$ cat src/rtl/assert_macros.svh
// ----------------------------------------------------------------------------
// Assertion macros
// Concurrent assertion wrappers shared by the RTL; empty in synthesis.
// ----------------------------------------------------------------------------
`ifndef ASSERT_MACROS_SVH
`define ASSERT_MACROS_SVH

`ifndef SYNTHESIS

// Same-cycle implication, disabled while reset is asserted
`define ASSERT_IMP(label, clk, rst_n, ante, cons) \
    label: assert property (@(posedge clk) disable iff (!rst_n) (ante) |-> (cons)) \
        else $error("assertion failed: same-cycle implication");

// Next-cycle implication, disabled while reset is asserted
`define ASSERT_NXT(label, clk, rst_n, ante, cons) \
    label: assert property (@(posedge clk) disable iff (!rst_n) (ante) |=> (cons)) \
        else $error("assertion failed: next-cycle implication");

// Invariant that holds on every clock edge out of reset
`define ASSERT_ALW(label, clk, rst_n, cond) \
    label: assert property (@(posedge clk) disable iff (!rst_n) (cond)) \
        else $error("assertion failed: invariant");

`else

`define ASSERT_IMP(label, clk, rst_n, ante, cons)
`define ASSERT_NXT(label, clk, rst_n, ante, cons)
`define ASSERT_ALW(label, clk, rst_n, cond)

`endif

`endif

$ cat src/rtl/kvlt_pkg.sv
// ----------------------------------------------------------------------------
// kvlt_pkg
// Phase codes, result kinds, character constants and the step result type.
// ----------------------------------------------------------------------------
`timescale 1ns / 1ps

package kvlt_pkg;

    localparam int PHASE_W = 4;
    localparam int KIND_W  = 3;
    localparam int BYTE_W  = 8;

    // Parse phases
    localparam logic [PHASE_W-1:0] PH_BEFORE_KEY = 4'd0;
    localparam logic [PHASE_W-1:0] PH_IN_KEY     = 4'd1;
    localparam logic [PHASE_W-1:0] PH_AFTER_KEY  = 4'd2;
    localparam logic [PHASE_W-1:0] PH_BEFORE_VAL = 4'd3;
    localparam logic [PHASE_W-1:0] PH_IN_VAL     = 4'd4;
    localparam logic [PHASE_W-1:0] PH_IN_SQ      = 4'd5;
    localparam logic [PHASE_W-1:0] PH_IN_DQ      = 4'd6;
    localparam logic [PHASE_W-1:0] PH_AFTER_VAL  = 4'd7;
    localparam logic [PHASE_W-1:0] PH_CMT_NOPAIR = 4'd8;
    localparam logic [PHASE_W-1:0] PH_CMT_PAIR   = 4'd9;
    localparam logic [PHASE_W-1:0] PH_ERROR      = 4'd10;

    // Result kinds
    localparam logic [KIND_W-1:0] K_NONE   = 3'd0;
    localparam logic [KIND_W-1:0] K_KEY    = 3'd1;
    localparam logic [KIND_W-1:0] K_VAL    = 3'd2;
    localparam logic [KIND_W-1:0] K_PAIR   = 3'd3;
    localparam logic [KIND_W-1:0] K_NOPAIR = 3'd4;
    localparam logic [KIND_W-1:0] K_BAD    = 3'd5;
    localparam logic [KIND_W-1:0] K_UNTERM = 3'd6;
    localparam logic [KIND_W-1:0] K_ERREND = 3'd7;

    // Characters with a meaning to the parser
    localparam logic [BYTE_W-1:0] CH_HASH   = 8'h23;
    localparam logic [BYTE_W-1:0] CH_COLON  = 8'h3A;
    localparam logic [BYTE_W-1:0] CH_EQUALS = 8'h3D;
    localparam logic [BYTE_W-1:0] CH_SQUOTE = 8'h27;
    localparam logic [BYTE_W-1:0] CH_DQUOTE = 8'h22;
    localparam logic [BYTE_W-1:0] CH_SPACE  = 8'h20;
    localparam logic [BYTE_W-1:0] CH_TAB    = 8'h09;
    localparam logic [BYTE_W-1:0] CH_CR     = 8'h0D;

    // Outcome of one parse step
    typedef struct packed {
        logic [PHASE_W-1:0] phase;
        logic [KIND_W-1:0]  kind;
        logic [BYTE_W-1:0]  data;
    } t_step;

endpackage

$ cat src/rtl/kvlt_step.sv
// ----------------------------------------------------------------------------
// kvlt_step
// Combinational parse step: next phase, result kind and data byte.
// ----------------------------------------------------------------------------
`timescale 1ns / 1ps

module kvlt_step
    import kvlt_pkg::*;
(
    input  logic [PHASE_W-1:0] i_phase,
    input  logic [BYTE_W-1:0]  i_char,
    input  logic               i_line_end,
    output t_step              o_step
);

    logic is_ws;
    logic is_sep;
    logic is_hash;

    // Classify the character
    assign is_ws   = (i_char == CH_SPACE) || ((i_char >= CH_TAB) && (i_char <= CH_CR));
    assign is_sep  = (i_char == CH_COLON) || (i_char == CH_EQUALS);
    assign is_hash = (i_char == CH_HASH);

    // Advance the phase and form the result
    always_comb begin
        o_step.phase = i_phase;
        o_step.kind  = K_NONE;
        o_step.data  = '0;
        if (i_line_end) begin
            o_step.phase = PH_BEFORE_KEY;
            unique case (i_phase)
                PH_BEFORE_KEY, PH_CMT_NOPAIR: begin
                    o_step.kind = K_NOPAIR;
                end
                PH_BEFORE_VAL, PH_IN_VAL, PH_AFTER_VAL, PH_CMT_PAIR: begin
                    o_step.kind = K_PAIR;
                end
                PH_IN_KEY, PH_AFTER_KEY, PH_IN_SQ, PH_IN_DQ: begin
                    o_step.kind = K_UNTERM;
                end
                default: begin
                    o_step.kind = K_ERREND;
                end
            endcase
        end else begin
            unique case (i_phase)
                PH_BEFORE_KEY: begin
                    if (is_hash) begin
                        o_step.phase = PH_CMT_NOPAIR;
                    end else if (!is_ws) begin
                        o_step.kind  = K_KEY;
                        o_step.data  = i_char;
                        o_step.phase = PH_IN_KEY;
                    end
                end
                PH_IN_KEY: begin
                    if (is_ws) begin
                        o_step.phase = PH_AFTER_KEY;
                    end else if (is_sep) begin
                        o_step.phase = PH_BEFORE_VAL;
                    end else begin
                        o_step.kind = K_KEY;
                        o_step.data = i_char;
                    end
                end
                PH_AFTER_KEY: begin
                    if (is_sep) begin
                        o_step.phase = PH_BEFORE_VAL;
                    end else if (!is_ws) begin
                        o_step.kind  = K_BAD;
                        o_step.phase = PH_ERROR;
                    end
                end
                PH_BEFORE_VAL: begin
                    if (i_char == CH_SQUOTE) begin
                        o_step.phase = PH_IN_SQ;
                    end else if (i_char == CH_DQUOTE) begin
                        o_step.phase = PH_IN_DQ;
                    end else if (!is_ws) begin
                        o_step.kind  = K_VAL;
                        o_step.data  = i_char;
                        o_step.phase = PH_IN_VAL;
                    end
                end
                PH_IN_VAL: begin
                    if (is_ws) begin
                        o_step.phase = PH_AFTER_VAL;
                    end else if (is_hash) begin
                        o_step.phase = PH_CMT_PAIR;
                    end else begin
                        o_step.kind = K_VAL;
                        o_step.data = i_char;
                    end
                end
                PH_IN_SQ: begin
                    if (i_char == CH_SQUOTE) begin
                        o_step.phase = PH_AFTER_VAL;
                    end else begin
                        o_step.kind = K_VAL;
                        o_step.data = i_char;
                    end
                end
                PH_IN_DQ: begin
                    if (i_char == CH_DQUOTE) begin
                        o_step.phase = PH_AFTER_VAL;
                    end else begin
                        o_step.kind = K_VAL;
                        o_step.data = i_char;
                    end
                end
                PH_AFTER_VAL: begin
                    if (is_hash) begin
                        o_step.phase = PH_CMT_PAIR;
                    end else if (!is_ws) begin
                        o_step.kind  = K_BAD;
                        o_step.phase = PH_ERROR;
                    end
                end
                default: begin
                    // comments and errored lines swallow the byte
                    o_step.phase = i_phase;
                end
            endcase
        end
    end

endmodule

$ cat src/rtl/key_value_line_tokenizer.sv
// Pipeline: an accepted item is held in the input register, and its result
// moves into the result register once that register is free to take it.
// Throughput: one item per cycle unless m_axis_tready holds the output; the
// single phase register updates as each item leaves the input register.
// Reset: i_rst_n low at a clock edge empties both register stages and returns
// the parser to the phase before a key.
// ----------------------------------------------------------------------------
// key_value_line_tokenizer
// Tokenizes key/value configuration lines into key bytes, value bytes and
// per-line verdicts, one result item for every input item.
// ----------------------------------------------------------------------------
`timescale 1ns / 1ps
`include "assert_macros.svh"

module key_value_line_tokenizer
    import kvlt_pkg::*;
(
    input  logic        i_clk,
    input  logic        i_rst_n,
    // input stream
    input  logic        s_axis_tvalid,
    output logic        s_axis_tready,
    input  logic [7:0]  s_axis_tdata,   // [7:0] char_byte
    input  logic        s_axis_tlast,   // line_end
    // result stream
    output logic        m_axis_tvalid,
    input  logic        m_axis_tready,
    output logic [7:0]  m_axis_tdata,   // [7:0] data_byte
    output logic [2:0]  m_axis_tuser    // [2:0] kind
);

    logic               r_in_valid;
    logic [BYTE_W-1:0]  r_in_char;
    logic               r_in_last;
    logic [PHASE_W-1:0] r_phase;
    logic               r_out_valid;
    logic [KIND_W-1:0]  r_out_kind;
    logic [BYTE_W-1:0]  r_out_data;

    logic               out_free;
    logic               advance;
    t_step              n_step;

    // Move the input stage on whenever the result register can take it
    assign out_free      = !r_out_valid || m_axis_tready;
    assign advance       = r_in_valid && out_free;
    assign s_axis_tready = !r_in_valid || out_free;

    kvlt_step u_step (
        .i_phase    (r_phase),
        .i_char     (r_in_char),
        .i_line_end (r_in_last),
        .o_step     (n_step)
    );

    // Input register
    always_ff @(posedge i_clk) begin
        if (!i_rst_n) begin
            r_in_valid <= 1'b0;
        end else if (s_axis_tready) begin
            r_in_valid <= s_axis_tvalid;
        end
        if (s_axis_tvalid && s_axis_tready) begin
            r_in_char <= s_axis_tdata;
            r_in_last <= s_axis_tlast;
        end
    end

    // Phase register and result register
    always_ff @(posedge i_clk) begin
        if (!i_rst_n) begin
            r_phase     <= PH_BEFORE_KEY;
            r_out_valid <= 1'b0;
        end else begin
            if (advance) begin
                r_phase <= n_step.phase;
            end
            if (out_free) begin
                r_out_valid <= r_in_valid;
            end
        end
        if (advance) begin
            r_out_kind <= n_step.kind;
            r_out_data <= n_step.data;
        end
    end

    assign m_axis_tvalid = r_out_valid;
    assign m_axis_tdata  = r_out_data;
    assign m_axis_tuser  = r_out_kind;

    // Phase never leaves the defined codes
    `ASSERT_ALW(a_phase_range, i_clk, i_rst_n, r_phase <= PH_ERROR)
    // A line end returns the parser to the start phase
    `ASSERT_NXT(a_line_end_restart, i_clk, i_rst_n, advance && r_in_last,
                r_phase == PH_BEFORE_KEY)
    // A line end yields a verdict kind
    `ASSERT_NXT(a_line_end_verdict, i_clk, i_rst_n, advance && r_in_last,
                m_axis_tvalid && (m_axis_tuser >= K_PAIR))
    // Only key and value kinds carry a data byte
    `ASSERT_IMP(a_data_zero, i_clk, i_rst_n,
                m_axis_tvalid && !(m_axis_tuser == K_KEY || m_axis_tuser == K_VAL),
                m_axis_tdata == '0)
    // An errored line stays quiet until its end
    `ASSERT_NXT(a_error_quiet, i_clk, i_rst_n,
                advance && (r_phase == PH_ERROR) && !r_in_last,
                m_axis_tuser == K_NONE)

endmodule

$ cat config.mk
export PLATFORM = sky130hd
export DESIGN_NAME = key_value_line_tokenizer
export DESIGN_NICKNAME = d
export VERILOG_FILES = /design/src/rtl/kvlt_pkg.sv /design/src/rtl/kvlt_step.sv /design/src/rtl/key_value_line_tokenizer.sv
export VERILOG_INCLUDE_DIRS = /design/src /design/src/rtl
export SDC_FILE = /design/constraint.sdc
export NUM_CORES = 1
export LEC_CHECK = 0
export BUFFER_PORTS_ARGS = -buffer_cell sky130_fd_sc_hd__buf_2
export CORE_MARGIN = 4
export CORE_UTILIZATION = 50
export DETAILED_ROUTE_END_ITERATION = 8
export PLACE_DENSITY = 0.75
export SETUP_SLACK_MARGIN = 0.4
export SLEW_MARGIN = 5
export SYNTH_ARGS = -nofsm -noshare
export SYNTH_HDL_FRONTEND = slang
export SYNTH_HIERARCHICAL = 1
export SYNTH_SLANG_ARGS = --single-unit
export TNS_END_PERCENT = 5
$ cat constraint.sdc
create_clock -name i_clk -period 2.85 [get_ports i_clk]
set_input_delay 0.1425 -clock i_clk [delete_from_list [all_inputs] [get_ports i_clk]]
set_output_delay 0.1425 -clock i_clk [all_outputs]
set_load 0.03 [all_outputs]
==> metrics.yaml, run 1 <==
timing.fmax_mhz: 417
status: "completed"
leakage_uw: 0.000777
diodes: 0
min_to: "r_in_char[3]"
ys_seq_elements: 26
synth_common_cells: "nand2_1, edfxtp_1, nor2_1"
worstSetupPathType: "reg2reg"
vias_per_cell: 6.16
setup_viol: 0
area_growth_pct: 11.0
hold_viol_final: 0
gr-total-overflow: 0
drtAntennaViolNets: 0
synth_fp_nets: 230
synth_edf_count: 20
core_sq_mm: 0.00366
clock-sinks: 26
die_height_microns: 69.6
r2r-end: "m_axis_tdata[3]"
antenna_found_initial: 0
pre_cts_ws_ns: 0.499
dpl.hpwl_mm: 3.19
timing.slew.headroom_pct: 44.5
routabilityCongestion: 1.03
die_w_microns: 69.6
cts_buffers: 3
synth_top_cell_by_area: "edfxtp_1"
crit_fanout: 4
netlist-cell-type-count: 61
worst_setup_path_end_kind: "register"
grt_pass1_wl_mm: 7.20
avgSynthCellArea_sq_um: 8.94
num-nets-final: 248
cts_htree_levels: 1
timing.final.crit_share_pct: 84.2
finalPower_uw: 876
wl_per_cell_microns: 15.8
cts_setup_buffers: 0
grt_max_degree: 17
maxSlewViolCount: 0
rsz0062_at_grt: "yes"
min_path_type: "in2reg"
fin_setup_tns_ns: 0
fin_area_sq_mm: 0.00210
cts.clk_slew.worst_paths_ns: 0.09
cp-start-kind: "register"
fin_util_pct: 57.5
p_per_area_mw_per_mm2: 416
layout-drive-gt1-share_pct: 21.0
synthTopCellsByArea: "edfxtp_1, dfxtp_1, nand2_1"
io_buffer_count: 25
fillers: 343
clock_path_buffers: 2
wl_mm: 4.38
cts_tree: "done"
insertion_delay_ns: 0.28
synth_flop_cell: "edfxtp_1"
async_reset_ff_share_pct: 0
ys_seq_area_share_pct: 38.0
ir_worst_vdd_mv: 0.249
final.setup_skew_ns: 0.00306
via_count: 1705
min_from: "s_axis_tdata[3]"
grt.total_usage_pct: 18.1
whs_path_depth: 1
finalCriticalPeriod_ns: 2.40
grt_pass1_vias: 1534
yosysMostFrequentCell: "nand2_1"
dieArea_sq_mm: 0.00484
syn-cell-area_sq_mm: 0.00189
dr.pass1.iters: 4
num_rows: 22
worst_slack_ns: 0.452
cp_data_required_time_ns: 2.89
start_util_pct: 51.7
worstRegToRegCells: 6
synth_cells: 212
worst_pin_slew_ns: 0.830
drc: 0
root_buffer: "clkbuf_8"
dpl_cell_area_sq_mm: 0.00203
drtIter0Drc: 153
ys_warn_count: 6
synth_top_area_share_pct: 31.7
crit_arrival_ns: 2.44
reg2reg_from: "r_in_char[4]"
cap_violations: 0
rrSetupSlack_ns: 0.45
io_pins: 26
==> critical path, stage by stage (launching register included) <==
cell	delay, ns
edfxtp_1	0.44
or3_1	0.46
nor3_1	0.43
o2bb2ai_1	0.21
a311oi_1	0.28
o22ai_1	0.14
and3_1	0.19
==> through the flow <==
stage / hold slack [ns] / cells
after floorplan: 0.241 / 212
after global placement: 0.319 / 273
after detailed placement: 0.321 / 273
after CTS: 0.0361 / 277
after global routing: 0.0301 / 277
final: 0.0326 / 277
==> how the worst max path moves through the flow <==
stage	from	endpoint	slack, ns	cells past startpoint
after floorplan	r_phase[1]	r_phase[0]	0.62	12
after global placement	r_phase[0]	m_axis_tdata[0]	0.50	7
after detailed placement	r_in_char[0]	r_phase[1]	0.50	8
after CTS	r_in_char[0]	r_phase[1]	0.48	8
after global routing	r_in_char[0]	r_phase[1]	0.27	8
final	r_in_char[4]	m_axis_tdata[3]	0.45	6
==> kinds of logic after synthesis <==
family	Yosys count	share of synthesized area (%)
compound gates	63	24.2
fa+ha+maj	5	3.30
buf+inv	24	6.34
flops	26	38.0
mux	5	2.64
simple gates	89	25.4
==> where the power goes <==
| part | total [uW] | internal [uW] | switching [uW] |
|---|---|---|---|
| clock | 311 | 188 | 122 |
| sequential | 446 | 429 | 17.0 |
| combinational | 118 | 44.6 | 73.9 |
| total | 876 | 662 | 213 |
==> state kept, by name, indices dropped and copies added (netlist names) <==
signal / cells
m_axis_tdata: 8
m_axis_tuser: 3
m_axis_tvalid: 1
r_in_char: 8
r_in_last: 1
r_in_valid: 1
r_phase: 4
==> cell type report <==
class	instances	area [sq um]	share of cell area, %
multi-input cells	162	1060	50.3
flip-flops and latches	26	721	34.3
repair buffers	31	170	8.09
well taps	48	60.1	2.86
clock buffers	3	41.3	1.96
clock inverters	1	30.0	1.43
inverters	6	22.5	1.07
==> layout by cell type (no fill, tap or decap), types with 2 or more instances in the layout <==
master     instances
o21ai_0            6
and2_1             6
edfxtp_1          20
clkbuf_8           3
nor3_1             6
or3_1              3
o2111ai_1          2
mux2i_1            5
o211ai_1           2
a32oi_1            3
o221ai_1           3
a21oi_1           11
a21o_1             2
a31o_1             2
dfxtp_1            6
a31oi_1            6
nand3_1            5
nand4_1            3
and3_1             4
o211a_1            3
buf_2             25
nor3_2             2
or2_2              3
o22ai_1            5
nand3b_1           4
nand2b_1           2
ha_1               5
nor2_1            17
nor2b_1            3
nand2_1           22
buf_4              6
inv_1              6
==> routing by layer <==
metal | share of wire (%) | track usage [%] | up-vias
met3 | 8.9 | 2.32 | 9
met1 | 44 | 25.5 | 772
met2 | 45 | 28.3 | 85
met4 | 1.8 | 6.51 | 0
met5 | 0 | 0 | -
li1 | - | - | 839
==> what timing repair did <==
action / CTS / global route
endpoints found under the setup margin: 0 / 9
gates resized for setup: 0 / 1
endpoints found under the hold margin: 0 / 0
hold buffers: 0 / 0
Power figures use the tool's default switching activity.
==> run 2: changes to the inputs <==
Clock period 2.85 ns to 2.4 ns, I/O delays scaled along.
==> run 2 against run 1 <==
  * Core utilization rose by 6.0 points
  * Fmax rose by 11%
  * Routed wire length rose by 10%
  * Hold slack got worse by 0.017 ns
  * Via count rose by 11%
  * Combinational power rose by 51%
  * Critical path depth did not move
  * Clock skew rose by 0.0065 ns
  * Largest power group unchanged
==> metrics.yaml, run 2 (same netlist as run 1, synthesis figures left out) <==
dpl.hpwl_mm: 3.48  # +9.0%
leakage_uw: 0.000892  # +15%
setup_viol: 0  # unchanged
min_from: "s_axis_tlast"
via_count: 1889  # +11%
fin_setup_tns_ns: 0  # unchanged
fillers: 312  # -9.0%
vias_per_cell: 6.34  # +3.0%
cts_tree: "done"
status: "completed"
die_height_microns: 69.6  # unchanged
worst_slack_ns: 0.248  # -0.204 ns
pre_cts_ws_ns: 0.157  # -0.342 ns
grt_max_degree: 17  # unchanged
finalPower_uw: 1070  # +22%
cap_violations: 0  # unchanged
timing.slew.headroom_pct: 63.2  # +19 points
io_pins: 26  # unchanged
grt.total_usage_pct: 20.8  # +2.7 points
crit_slowest_cell: "or4b_4"
seq_area_sq_um: 722  # +0.17%
worstSetupPathType: "reg2reg"
cp-start-kind: "register"
worst_pin_slew_ns: 0.537  # -0.292 ns
crit_arrival_ns: 2.20  # -0.24 ns
finalCriticalPeriod_ns: 2.15  # -0.246 ns
cts.clk_slew.worst_paths_ns: 0.10  # about the same
start_util_pct: 51.7  # unchanged
final.setup_skew_ns: 0.00954  # +0.00648 ns
crit_fanout: 8  # +4
multiInputGateArea_sq_mm: 0.00112  # +5.9%
crit_chain: "or4b_4, a21oi_4, o21a_4, buf_4, o22ai_1, o211a_1"
timing.fmax_mhz: 465  # +11%
final_cell_mix: "buf_4, buf_2, nand2_1"
crit_path_max_incr_delay_ns: 0.58  # +0.12 ns
clock-sinks: 26  # unchanged
worst_setup_path_end_kind: "register"
dr.pass1.iters: 5  # +1
io_buffer_count: 25  # unchanged
rsz0062_at_grt: "yes"
wl_per_cell_microns: 16.2  # +2.7%
reg2reg_from: "r_in_char[0]"
hold_buffers: 0  # unchanged
cts_buffers: 3  # unchanged
drc: 0  # unchanged
drtIter0Drc: 207  # +35%
timing.final.crit_share_pct: 89.7  # +5.5 points
drtAntennaViolNets: 0  # unchanged
routabilityCongestion: 0.940  # -8.6%
core_sq_mm: 0.00366  # unchanged
num_rows: 22  # unchanged
insertion_delay_ns: 0.28  # about the same
layout-drive-gt1-share_pct: 30.4  # +9.4 points
min_path_type: "in2reg"
hold_viol_final: 0  # unchanged
dieArea_sq_mm: 0.00484  # unchanged
grt_pass1_vias: 1763  # +15%
wl_mm: 4.84  # +10%
maxSlewViolCount: 0  # unchanged
die_w_microns: 69.6  # unchanged
grt_pass1_wl_mm: 8.25  # +14%
root_buffer: "clkbuf_8"
final_common_cell: "buf_4"
path_delay_family: "compound AO/OA/AOI/OAI gates"
gr-total-overflow: 0  # unchanged
area_growth_pct: 22.7
cp_data_required_time_ns: 2.45  # -0.44 ns
p_per_area_mw_per_mm2: 461  # +11%
diodes: 0  # unchanged
clock_path_buffers: 2  # unchanged
num-nets-final: 269  # +8.5%
antenna_found_initial: 0  # unchanged
cts_htree_levels: 1  # unchanged
ir_worst_vdd_mv: 0.264  # +5.9%
worst-path-buf-inv: 1  # +1
crit_start: "r_in_char[0]"
## run 2: report_power, final
| group | leakage, uW | internal, uW | switching, uW |
|---|---|---|---|
| Clock | 0.0000357 | 223 | 148 |
| Sequential | 0.000243 | 510 | 12.0 |
| Combinational | 0.000614 | 72.0 | 106 |
## run 2: final cells by class
cell class                      instances  area share (%)
Sequential cell                        26            31.1
Multi-Input combinational cell        162            48.2
Tap cell                               48            2.58
Inverter                                6           0.969
Clock inverter                          1            1.29
Timing Repair Buffer                   52            14.1
Clock buffer                            3            1.78
## run 2: timing repair
action	4_1_cts	5_1_grt
cloned	0	0
gates resized for setup	5	5
pin swaps	7	9
buffers inserted	5	0
setup endpoints to repair	14	14
## run 2: metal layers
layer / up-vias / wire [microns] / track usage [%]
li1: 878 / - / -
met1: 908 / 2060 / 27.4
met2: 92 / 2340 / 34.7
met3: 11 / 376 / 2.46
met4: 0 / 71 / 7.81
met5: - / 0 / 0
## run 2: worst paths after layout
kind	end	slack, ns	depth (start not counted)
setup / recovery	m_axis_tdata[2]	0.25	6
hold reg to reg	r_phase[1]	0.52	2
setup reg to reg	m_axis_tdata[2]	0.25	6
hold / removal	r_in_last	0.02	1
## run 2: stage by stage
stage,cell area [sq um],hold slack (ns),cells,util (%)
floorplan,1920,0.219,212,-
global placement,2160,0.296,289,59.0
detailed placement,2160,0.298,289,59.0
CTS,2300,0.0126,298,62.7
global route,2320,0.00136,298,63.5
finish,2320,0.0155,298,63.5
